[src/hw/rtl/lrd_pkg.sv]
// ----------------------------------------------------------------------------
// lrd_pkg
// shared types, codes and the crc-32 byte step for the log record deframer
// ----------------------------------------------------------------------------
`default_nettype none

package lrd_pkg;

  localparam logic [31:0] CRC_PRESET = 32'hffff_ffff;
  localparam logic [31:0] CRC_POLY   = 32'hedb8_8320;

  typedef enum logic {
    ACT_BYTE = 1'b0,
    ACT_END  = 1'b1
  } action_t;

  typedef enum logic [1:0] {
    KIND_KEY    = 2'd0,
    KIND_DIGEST = 2'd1,
    KIND_ACCEPT = 2'd2,
    KIND_END    = 2'd3
  } kind_t;

  typedef enum logic [2:0] {
    STOP_NONE      = 3'd0,
    STOP_ZERO_LEN  = 3'd1,
    STOP_CRC       = 3'd2,
    STOP_MALFORMED = 3'd3,
    STOP_TRUNC     = 3'd4
  } stop_t;

  // frame position: four length bytes, body, four crc bytes
  typedef enum logic [3:0] {
    PH_LEN0 = 4'd0,
    PH_LEN1 = 4'd1,
    PH_LEN2 = 4'd2,
    PH_LEN3 = 4'd3,
    PH_BODY = 4'd4,
    PH_CRC0 = 4'd5,
    PH_CRC1 = 4'd6,
    PH_CRC2 = 4'd7,
    PH_CRC3 = 4'd8
  } phase_t;

  // body field being decoded
  typedef enum logic [3:0] {
    FLD_COMMIT = 4'd0,
    FLD_SEQ    = 4'd1,
    FLD_OP     = 4'd2,
    FLD_VER    = 4'd3,
    FLD_SIZE   = 4'd4,
    FLD_KLEN   = 4'd5,
    FLD_KEY    = 4'd6,
    FLD_DLEN   = 4'd7,
    FLD_DIG    = 4'd8,
    FLD_DONE   = 4'd9,
    FLD_FAIL   = 4'd10
  } field_t;

  typedef struct packed {
    kind_t        result_kind;
    logic [7:0]   byte_value;
    logic         commit_flag;
    logic [63:0]  sequence_res;
    logic [7:0]   operation;
    logic [63:0]  object_version;
    logic [63:0]  object_size;
    logic [31:0]  key_length;
    logic [31:0]  digest_length;
    stop_t        stop_reason;
  } res_t;

  // reflected crc-32, one byte
  function automatic logic [31:0] crc_byte(input logic [31:0] crc, input logic [7:0] b);
    logic [31:0] c;
    c = crc ^ {24'd0, b};
    for (int i = 0; i < 8; i++) begin
      c = (c >> 1) ^ (c[0] ? CRC_POLY : 32'd0);
    end
    return c;
  endfunction

endpackage

`default_nettype wire

[src/hw/rtl/lrd_decode.sv]
// ----------------------------------------------------------------------------
// lrd_decode
// frame state, crc and body field decode; one byte per cycle
// ----------------------------------------------------------------------------
`default_nettype none

module lrd_decode (
  input  wire logic          clk,
  input  wire logic          rst,
  input  wire logic          item_valid,
  input  wire logic          action,
  input  wire logic [7:0]    log_byte,
  output      logic          res_valid,
  output      lrd_pkg::res_t res
);

  lrd_pkg::phase_t phase, phase_next;
  lrd_pkg::field_t field, field_next;
  lrd_pkg::stop_t  stopped, stopped_next;
  logic [31:0] body_left, body_left_next;   // length while prefix arrives, then bytes left
  logic [31:0] running_crc, running_crc_next;
  logic [31:0] trailer_crc, trailer_crc_next;
  logic [63:0] field_shift, field_shift_next;
  logic [2:0]  field_count, field_count_next;
  logic [31:0] string_remaining, string_remaining_next;
  logic        complete, complete_next;
  logic        commit, commit_next;
  logic [63:0] seq, seq_next;
  logic [7:0]  op, op_next;
  logic [63:0] ver, ver_next;
  logic [63:0] size, size_next;
  logic [31:0] klen, klen_next;
  logic [31:0] dlen, dlen_next;

  logic        is_end, is_byte, in_body, crc_ok;
  logic [63:0] shift_in;
  logic [31:0] crc_full, len_in;
  logic        adv, take, new_frame;
  lrd_pkg::field_t tgt;

  assign is_end   = item_valid && (lrd_pkg::action_t'(action) == lrd_pkg::ACT_END);
  assign is_byte  = item_valid && (lrd_pkg::action_t'(action) == lrd_pkg::ACT_BYTE)
                    && (stopped == lrd_pkg::STOP_NONE);
  assign in_body  = is_byte && (phase == lrd_pkg::PH_BODY);
  assign shift_in = {field_shift[55:0], log_byte};
  assign len_in   = shift_in[31:0];
  assign crc_full = {trailer_crc[23:0], log_byte};
  assign crc_ok   = ((running_crc ^ lrd_pkg::CRC_PRESET) == crc_full);

  // next state
  always_comb begin
    phase_next            = phase;
    field_next            = field;
    stopped_next          = stopped;
    body_left_next        = body_left;
    running_crc_next      = running_crc;
    trailer_crc_next      = trailer_crc;
    field_shift_next      = field_shift;
    field_count_next      = field_count;
    string_remaining_next = string_remaining;
    complete_next         = complete;
    commit_next           = commit;
    seq_next              = seq;
    op_next               = op;
    ver_next              = ver;
    size_next             = size;
    klen_next             = klen;
    dlen_next             = dlen;
    adv                   = 1'b0;
    take                  = 1'b0;
    tgt                   = field;
    new_frame             = 1'b0;

    if (is_end) begin
      new_frame    = 1'b1;
      stopped_next = lrd_pkg::STOP_NONE;
    end else if (is_byte) begin
      unique case (phase)
        lrd_pkg::PH_LEN0, lrd_pkg::PH_LEN1, lrd_pkg::PH_LEN2: begin
          body_left_next = {body_left[23:0], log_byte};
          phase_next     = lrd_pkg::phase_t'(phase + 4'd1);
        end
        lrd_pkg::PH_LEN3: begin
          body_left_next = {body_left[23:0], log_byte};
          phase_next     = lrd_pkg::PH_BODY;
          if ({body_left[23:0], log_byte} == 32'd0) begin
            stopped_next = lrd_pkg::STOP_ZERO_LEN;
          end
        end
        lrd_pkg::PH_BODY: begin
          running_crc_next = lrd_pkg::crc_byte(running_crc, log_byte);
          body_left_next   = body_left - 32'd1;
          if (body_left == 32'd1) begin
            phase_next = lrd_pkg::PH_CRC0;
          end
          unique case (field)
            lrd_pkg::FLD_COMMIT: begin
              commit_next = |log_byte;
              adv = 1'b1;
              tgt = lrd_pkg::FLD_SEQ;
            end
            lrd_pkg::FLD_SEQ: begin
              if (field_count == 3'd7) begin
                seq_next = shift_in;
                adv = 1'b1;
                tgt = commit ? lrd_pkg::FLD_DONE : lrd_pkg::FLD_OP;
              end else begin
                take = 1'b1;
              end
            end
            lrd_pkg::FLD_OP: begin
              op_next = log_byte;
              adv = 1'b1;
              tgt = lrd_pkg::FLD_VER;
            end
            lrd_pkg::FLD_VER: begin
              if (field_count == 3'd7) begin
                ver_next = shift_in;
                adv = 1'b1;
                tgt = lrd_pkg::FLD_SIZE;
              end else begin
                take = 1'b1;
              end
            end
            lrd_pkg::FLD_SIZE: begin
              if (field_count == 3'd7) begin
                size_next = shift_in;
                adv = 1'b1;
                tgt = lrd_pkg::FLD_KLEN;
              end else begin
                take = 1'b1;
              end
            end
            lrd_pkg::FLD_KLEN, lrd_pkg::FLD_DLEN: begin
              if (field_count == 3'd3) begin
                adv = 1'b1;
                if (field == lrd_pkg::FLD_KLEN) begin
                  klen_next = len_in;
                end else begin
                  dlen_next = len_in;
                end
                // string length may not exceed body_left, which still counts this byte
                priority if (len_in > body_left) begin
                  tgt = lrd_pkg::FLD_FAIL;
                end else if (len_in == 32'd0) begin
                  tgt = (field == lrd_pkg::FLD_KLEN) ? lrd_pkg::FLD_DLEN : lrd_pkg::FLD_DONE;
                end else begin
                  string_remaining_next = len_in;
                  tgt = (field == lrd_pkg::FLD_KLEN) ? lrd_pkg::FLD_KEY : lrd_pkg::FLD_DIG;
                end
              end else begin
                take = 1'b1;
              end
            end
            lrd_pkg::FLD_KEY, lrd_pkg::FLD_DIG: begin
              string_remaining_next = string_remaining - 32'd1;
              if (string_remaining == 32'd1) begin
                adv = 1'b1;
                tgt = (field == lrd_pkg::FLD_KEY) ? lrd_pkg::FLD_DLEN : lrd_pkg::FLD_DONE;
              end
            end
            default: begin
            end
          endcase
        end
        lrd_pkg::PH_CRC0, lrd_pkg::PH_CRC1, lrd_pkg::PH_CRC2: begin
          trailer_crc_next = crc_full;
          phase_next       = lrd_pkg::phase_t'(phase + 4'd1);
        end
        lrd_pkg::PH_CRC3: begin
          trailer_crc_next = crc_full;
          priority if (!crc_ok) begin
            stopped_next = lrd_pkg::STOP_CRC;
          end else if (!complete) begin
            stopped_next = lrd_pkg::STOP_MALFORMED;
          end else begin
            new_frame = 1'b1;
          end
        end
        default: begin
        end
      endcase

      if (adv) begin
        field_next       = tgt;
        field_shift_next = 64'd0;
        field_count_next = 3'd0;
        if (tgt == lrd_pkg::FLD_DONE) begin
          complete_next = 1'b1;
        end
      end else if (take) begin
        field_shift_next = shift_in;
        field_count_next = field_count + 3'd1;
      end
    end

    if (new_frame) begin
      phase_next            = lrd_pkg::PH_LEN0;
      field_next            = lrd_pkg::FLD_COMMIT;
      body_left_next        = 32'd0;
      running_crc_next      = lrd_pkg::CRC_PRESET;
      trailer_crc_next      = 32'd0;
      field_shift_next      = 64'd0;
      field_count_next      = 3'd0;
      string_remaining_next = 32'd0;
      complete_next         = 1'b0;
      commit_next           = 1'b0;
      seq_next              = 64'd0;
      op_next               = 8'd0;
      ver_next              = 64'd0;
      size_next             = 64'd0;
      klen_next             = 32'd0;
      dlen_next             = 32'd0;
    end
  end

  // result of the current item
  always_comb begin
    res       = '0;
    res_valid = 1'b0;
    priority if (is_end) begin
      res_valid        = 1'b1;
      res.result_kind  = lrd_pkg::KIND_END;
      res.stop_reason  = (stopped != lrd_pkg::STOP_NONE) ? stopped :
                         ((phase != lrd_pkg::PH_LEN0) ? lrd_pkg::STOP_TRUNC
                                                      : lrd_pkg::STOP_NONE);
    end else if (in_body && (field == lrd_pkg::FLD_KEY || field == lrd_pkg::FLD_DIG)) begin
      res_valid       = 1'b1;
      res.result_kind = (field == lrd_pkg::FLD_KEY) ? lrd_pkg::KIND_KEY : lrd_pkg::KIND_DIGEST;
      res.byte_value  = log_byte;
    end else if (is_byte && phase == lrd_pkg::PH_CRC3 && crc_ok && complete) begin
      res_valid          = 1'b1;
      res.result_kind    = lrd_pkg::KIND_ACCEPT;
      res.commit_flag    = commit;
      res.sequence_res   = seq;
      res.operation      = op;
      res.object_version = ver;
      res.object_size    = size;
      res.key_length     = klen;
      res.digest_length  = dlen;
    end else begin
    end
  end

  always_ff @(posedge clk) begin
    if (rst) begin
      phase            <= lrd_pkg::PH_LEN0;
      field            <= lrd_pkg::FLD_COMMIT;
      stopped          <= lrd_pkg::STOP_NONE;
      body_left        <= 32'd0;
      running_crc      <= lrd_pkg::CRC_PRESET;
      trailer_crc      <= 32'd0;
      field_shift      <= 64'd0;
      field_count      <= 3'd0;
      string_remaining <= 32'd0;
      complete         <= 1'b0;
      commit           <= 1'b0;
      seq              <= 64'd0;
      op               <= 8'd0;
      ver              <= 64'd0;
      size             <= 64'd0;
      klen             <= 32'd0;
      dlen             <= 32'd0;
    end else begin
      phase            <= phase_next;
      field            <= field_next;
      stopped          <= stopped_next;
      body_left        <= body_left_next;
      running_crc      <= running_crc_next;
      trailer_crc      <= trailer_crc_next;
      field_shift      <= field_shift_next;
      field_count      <= field_count_next;
      string_remaining <= string_remaining_next;
      complete         <= complete_next;
      commit           <= commit_next;
      seq              <= seq_next;
      op               <= op_next;
      ver              <= ver_next;
      size             <= size_next;
      klen             <= klen_next;
      dlen             <= dlen_next;
    end
  end

endmodule

`default_nettype wire

[src/hw/rtl/lrd_out_fifo.sv]
// ----------------------------------------------------------------------------
// lrd_out_fifo
// two-entry result queue between the decoder and the output channel
// ----------------------------------------------------------------------------
`default_nettype none

module lrd_out_fifo (
  input  wire logic          clk,
  input  wire logic          rst,
  input  wire logic          push,
  input  wire lrd_pkg::res_t push_data,
  output      logic          full,
  output      logic          pop_valid,
  input  wire logic          pop_ready,
  output      lrd_pkg::res_t pop_data
);

  lrd_pkg::res_t mem [2];
  logic          wr_ptr;
  logic          rd_ptr;
  logic [1:0]    count, count_next;
  logic          pop;

  assign full      = (count == 2'd2);
  assign pop_valid = (count != 2'd0);
  assign pop       = pop_valid && pop_ready;
  assign pop_data  = mem[rd_ptr];

  always_comb begin
    count_next = count;
    if (push && !pop) begin
      count_next = count + 2'd1;
    end else if (pop && !push) begin
      count_next = count - 2'd1;
    end
  end

  always_ff @(posedge clk) begin
    if (push) begin
      mem[wr_ptr] <= push_data;
    end
  end

  always_ff @(posedge clk) begin
    if (rst) begin
      wr_ptr <= 1'b0;
      rd_ptr <= 1'b0;
      count  <= 2'd0;
    end else begin
      count <= count_next;
      if (push) begin
        wr_ptr <= ~wr_ptr;
      end
      if (pop) begin
        rd_ptr <= ~rd_ptr;
      end
    end
  end

endmodule

`default_nettype wire

[src/hw/rtl/log_record_deframer_crc_check.sv]
// ----------------------------------------------------------------------------
// log_record_deframer_crc_check
// byte-stream log deframer with crc-32 check and record field decode
// ----------------------------------------------------------------------------
// Takes one log byte (or an end-of-log mark) per item and parses frames of a
// big-endian 32-bit body length, the body and a big-endian crc-32 of the body
// (reflected, preset all ones, final inversion). Key and checksum string
// bytes come out as they arrive; a frame whose crc matches and whose body
// decoded fully gives one accept item with its fields. The first bad frame
// stops parsing until end of log, whose report gives the reason and rearms
// the block. The per-byte crc step and field shift sit between the frame
// state registers and a two-entry result queue, so items flow at one per
// clock; in_ready drops only while both queue entries hold results not yet
// taken on the output channel.
// ----------------------------------------------------------------------------
`default_nettype none

module log_record_deframer_crc_check (
  input  wire logic        clk,
  input  wire logic        rst,
  // input channel
  input  wire logic        in_valid,
  output      logic        in_ready,
  input  wire logic        action,
  input  wire logic [7:0]  log_byte,
  // output channel
  output      logic        out_valid,
  input  wire logic        out_ready,
  output      logic [1:0]  result_kind,
  output      logic [7:0]  byte_value,
  output      logic        commit_flag,
  output      logic [63:0] sequence_res,
  output      logic [7:0]  operation,
  output      logic [63:0] object_version,
  output      logic [63:0] object_size,
  output      logic [31:0] key_length,
  output      logic [31:0] digest_length,
  output      logic [2:0]  stop_reason
);

  logic          accept;     // input item taken this cycle
  logic          res_valid;  // that item gives a result
  lrd_pkg::res_t res;
  lrd_pkg::res_t head;       // result at the front of the queue
  logic          full;

  // a free queue slot is always there for the result of an accepted item
  assign in_ready = !full;
  assign accept   = in_valid && in_ready;

  lrd_decode u_decode (
    .clk        (clk),
    .rst        (rst),
    .item_valid (accept),
    .action     (action),
    .log_byte   (log_byte),
    .res_valid  (res_valid),
    .res        (res)
  );

  lrd_out_fifo u_out_fifo (
    .clk       (clk),
    .rst       (rst),
    .push      (res_valid),
    .push_data (res),
    .full      (full),
    .pop_valid (out_valid),
    .pop_ready (out_ready),
    .pop_data  (head)
  );

  // unpack the queued result onto the output ports
  assign result_kind    = head.result_kind;
  assign byte_value     = head.byte_value;
  assign commit_flag    = head.commit_flag;
  assign sequence_res   = head.sequence_res;
  assign operation      = head.operation;
  assign object_version = head.object_version;
  assign object_size    = head.object_size;
  assign key_length     = head.key_length;
  assign digest_length  = head.digest_length;
  assign stop_reason    = head.stop_reason;

endmodule

`default_nettype wire
[config.mk]
export PLATFORM = sky130hd
export DESIGN_NAME = log_record_deframer_crc_check
export DESIGN_NICKNAME = d
export VERILOG_FILES = /design/src/hw/rtl/lrd_pkg.sv /design/src/hw/rtl/lrd_decode.sv /design/src/hw/rtl/lrd_out_fifo.sv /design/src/hw/rtl/log_record_deframer_crc_check.sv
export SDC_FILE = /design/constraint.sdc
export NUM_CORES = 2
export LEC_CHECK = 0
export BUFFER_PORTS_ARGS = -buffer_cell sky130_fd_sc_hd__buf_4
export CORE_MARGIN = 2
export CORE_UTILIZATION = 45
export DETAILED_ROUTE_END_ITERATION = 6
export PLACE_DENSITY = 0.62
export SETUP_SLACK_MARGIN = 0.1
export SYNTH_ARGS = -nofsm -noshare
export SYNTH_HDL_FRONTEND = slang
export SYNTH_SLANG_ARGS = --single-unit
export TNS_END_PERCENT = 1
[constraint.sdc]
create_clock -name clk -period 21.1 [get_ports clk]
set_input_delay 2.11 -clock clk [delete_from_list [all_inputs] [get_ports clk]]
set_output_delay 2.11 -clock clk [all_outputs]
set_load 0.02 [all_outputs]
==> flow_summary.json <==
{
  "setup_viol": 0,
  "hp-class": "flip-flop to flip-flop",
  "ys.flop_type": "edfxtp_1",
  "clock_latency_ns": 0.67,
  "crit-reg2reg-launch": "u_decode.phase[0]",
  "skew_ns": 0.0364,
  "multi_input_area_um2": 14600,
  "place.gp.congestion": 0.860,
  "crit_fanout": 147,
  "die_w_um": 308,
  "grt_pass1_wl_um": 162000,
  "async_flop_share_pct": 0,
  "path_clk_slew_ns": 0.06,
  "fin_crit_ns": 6.42,
  "fin_crit_sh_pct": 30.4,
  "reg2reg_slack_ns": 15.63,
  "muxShareOfSynthArea_pct": 8.40,
  "critPathCapture": "u_out_fifo.mem[1][98]",
  "viasPerCell": 5.42,
  "ff2ff_path_depth": 10,
  "synth_top_family_by_area": "simple AND/OR/NAND/NOR gates",
  "startpoint": "log_byte[3]",
  "grt_usage_pct": 22.3,
  "post_cts_resized": 0,
  "finalSetupTns_ns": 0,
  "rows": 111,
  "path_depth": 11,
  "nets": 3912,
  "cts_tree": "yes",
  "cp_common_cell": "buf_4",
  "vias": 27800,
  "hold_slack_ns": 0.446,
  "syn_nets": 3731,
  "first_pass_iters": 7,
  "ys_seq_area_share_pct": 62.4,
  "syn_area_um2": 41500,
  "n_fill_cell": 7908,
  "hold_violations": 0,
  "path_cells": "buf_4, xor2_1, ha_1, nand4_1, nor4_1, nand3_1, nor4_2, nor3_1, nor2b_4, buf_4, buf_12",
  "area_delta_synth_final_pct": 16.1,
  "worstMarginPinSlew_ns": 1.23,
  "fin_cells": 5129,
  "place_area_um2": 44700,
  "maxCapViolCount": 0,
  "powerDensity_nw_per_um2": 106,
  "grt_pass1_vias": 26300,
  "r2r_end": "u_out_fifo.mem[1][98]",
  "p_leak_uw": 0.0168,
  "diodes": 0,
  "syn_area_per_cell_um2": 11.3,
  "dp_slack_ns": 13.99,
  "io_pins": 293,
  "cts_hold_buf": 0,
  "cp_data_required_time_ns": 21.38,
  "routed_wl_um": 108000,
  "yosys_warnings": 0,
  "place_inst": 4932,
  "cts-buffers-inserted": 104,
  "yosys.area_share.simple_pct": 14.2,
  "critPathLaunchType": "primary input",
  "crit_path_top_delay_cell": "buf_4",
  "synth_cells": 3671,
  "critical-path-max-stage-delay_ns": 0.81,
  "drive_above_1_share_pct": 20.5,
  "seq_area_um2": 25900,
  "drv_slew": 0,
  "dieArea_um2": 94800,
  "outcome": "finished, violations left",
  "crit_type": "primary input to flip-flop",
  "post_cts_buffers": 0,
  "synth-compound-area-share_pct": 8.71,
  "antenna_left": 0,
  "drc": 2,
  "arrival_ns": 6.70,
  "clock.fmax_mhz": 156,
  "cts.sinks": 1016,
  "fin_ws_ns": 14.68,
  "cp_top_family": "buffers and inverters",
  "htreeDepth": 3,
  "start_util_pct": 45.4,
  "die_h_um": 308,
  "synth_fa_ha_area_share_pct": 1.42,
  "port_buffers": 292,
  "antenna_found_initial": 0,
  "stdcell_area_um2": 48200,
  "synthXorXnorAreaFrac_pct": 2.13,
  "grt.overflow.total": 0,
  "dp_hpwl_um": 63900,
  "ys_seq_elements": 1016,
  "violations": "DRC",
  "crit_path_end_kind": "flip-flop",
  "clockBufferDepth": 3,
  "rsz0062_at_grt": "no",
  "grt_max_degree": 222,
  "cts_root_buf": "clkbuf_16",
  "drt_iter0_drc": 2431,
  "cp.buffers_inverters": 3,
  "yosysUniqueCellTypes": 62,
  "core-area_um2": 91500,
  "peakVddDrop_uv": 62.8,
  "relSlewSlack_pct": 17.8,
  "wl_per_cell_um": 21.1,
  "synth_edf_count": 556
}
[cells by family (layout without fill, tap and decap cells)]
family,Yosys count,after routing
flops,1016,1016
compound gates,621,621
fa+ha+maj,47,47
buf+inv,307,579
simple gates,1265,1265
xor+xnor,101,101
mux,314,314
[synthesized netlist by cell type, types with 50 or more instances]
cell      count  area share [%]
a21oi_1     360             4.3
a22oi_1      67             1.2
and2_1      272             4.1
clkbuf_1    246             2.2
dfxtp_1     460              22
edfxtp_1    556              40
inv_1        50            0.45
mux2_2      278             7.5
nand2_1     609             5.5
nor2_1      179             1.6
o21ai_0      70            0.84
xnor2_1      57             1.2
[area by class of cell]
type                            count  share of cell area, %
Sequential cell                  1016                   53.7
Multi-Input combinational cell   2348                   30.2
Clock buffer                      142                   6.01
Timing Repair Buffer              332                   5.32
Tap cell                         1186                   3.08
Clock inverter                     55                   1.30
Inverter                           50                  0.389
[metrics by stage]
step	total power, uW	utilization, %
final	5090	52.7
after global routing	5270	52.7
after CTS	5150	52.7
after detailed placement	3270	48.8
after global placement	3270	48.8
after floorplan	2900	-
[where the power goes]
part / switching (uW) / internal [uW]
Sequential: 36.3 / 2170
Combinational: 597 / 412
Clock: 768 / 1110
Total: 1400 / 3690
[placed cells by master (no fill, tap or decap), types with 8 or more instances in the layout]
cell type  synthesis  routed
inv_1             50      50
clkinv_2           0      23
buf_4              1     326
nand3_1           42      41
nor3_1            41      37
clkbuf_1         246      26
clkbuf_8           0       9
xnor2_1           57      57
clkbuf_16          0     107
nand2_1          609     608
o21ai_0           70      70
clkinv_1           0      11
and3_1            17      17
bufinv_16          0      12
or2_2             10      10
dfxtp_1          460     459
mux2_2           278     278
a21oi_1          360     359
nor2_1           179     177
a22oi_1           67      67
mux2i_1           36      36
a211oi_1          15      15
xor2_1            44      44
o211ai_1          42      42
and2_1           272     271
o22ai_1            9       9
or3_1             11       9
nor4_1            29      27
nand2b_1          11      10
nand4_1           21      21
edfxtp_1         556     556
or4_1              9       8
ha_1              47      47
[layer usage]
layer	global-route usage, %	share of wire [%]	up-vias
met2	37.4	49	767
li1	-	-	13300
met4	6.17	2.5	0
met1	30.3	44	13600
met3	2.84	5.1	147
met5	0	0	-
[how the worst min path moves through the flow]
stage	startpoint	end	slack [ns]	depth (start not counted)
2_1_floorplan	u_decode.ver[56]	u_decode.ver[56]	0.43	2
3_3_place_gp	u_decode.ver[39]	u_decode.ver[39]	0.43	2
3_5_place_dp	u_decode.ver[11]	u_decode.ver[11]	0.44	2
4_1_cts	u_decode.ver[11]	u_decode.ver[11]	0.45	2
5_1_grt	u_decode.ver[19]	u_decode.ver[19]	0.46	2
6_report	u_decode.ver[11]	u_decode.ver[11]	0.45	2
[worst min-delay path, stage by stage, from the launching register on]
cell and delay [ns]:
dfxtp_1 0.30, nand2_1 0.05, a21oi_1 0.05
[flip-flops by register name, indices dropped and copies added, names as in the netlist, 3 cells and up, named ones only]
name / flops
u_decode.field: 4
u_decode.field_shift: 56
u_out_fifo.mem: 556
u_decode.string_remaining: 32
u_decode.body_left: 32
u_decode.running_crc: 32
u_decode.op: 8
u_decode.ver: 64
u_decode.phase: 4
u_decode.trailer_crc: 24
u_decode.klen: 32
u_decode.seq: 64
u_decode.field_count: 3
u_decode.dlen: 32
u_decode.size: 64
Note: power is estimated with default switching activity, not from simulation.
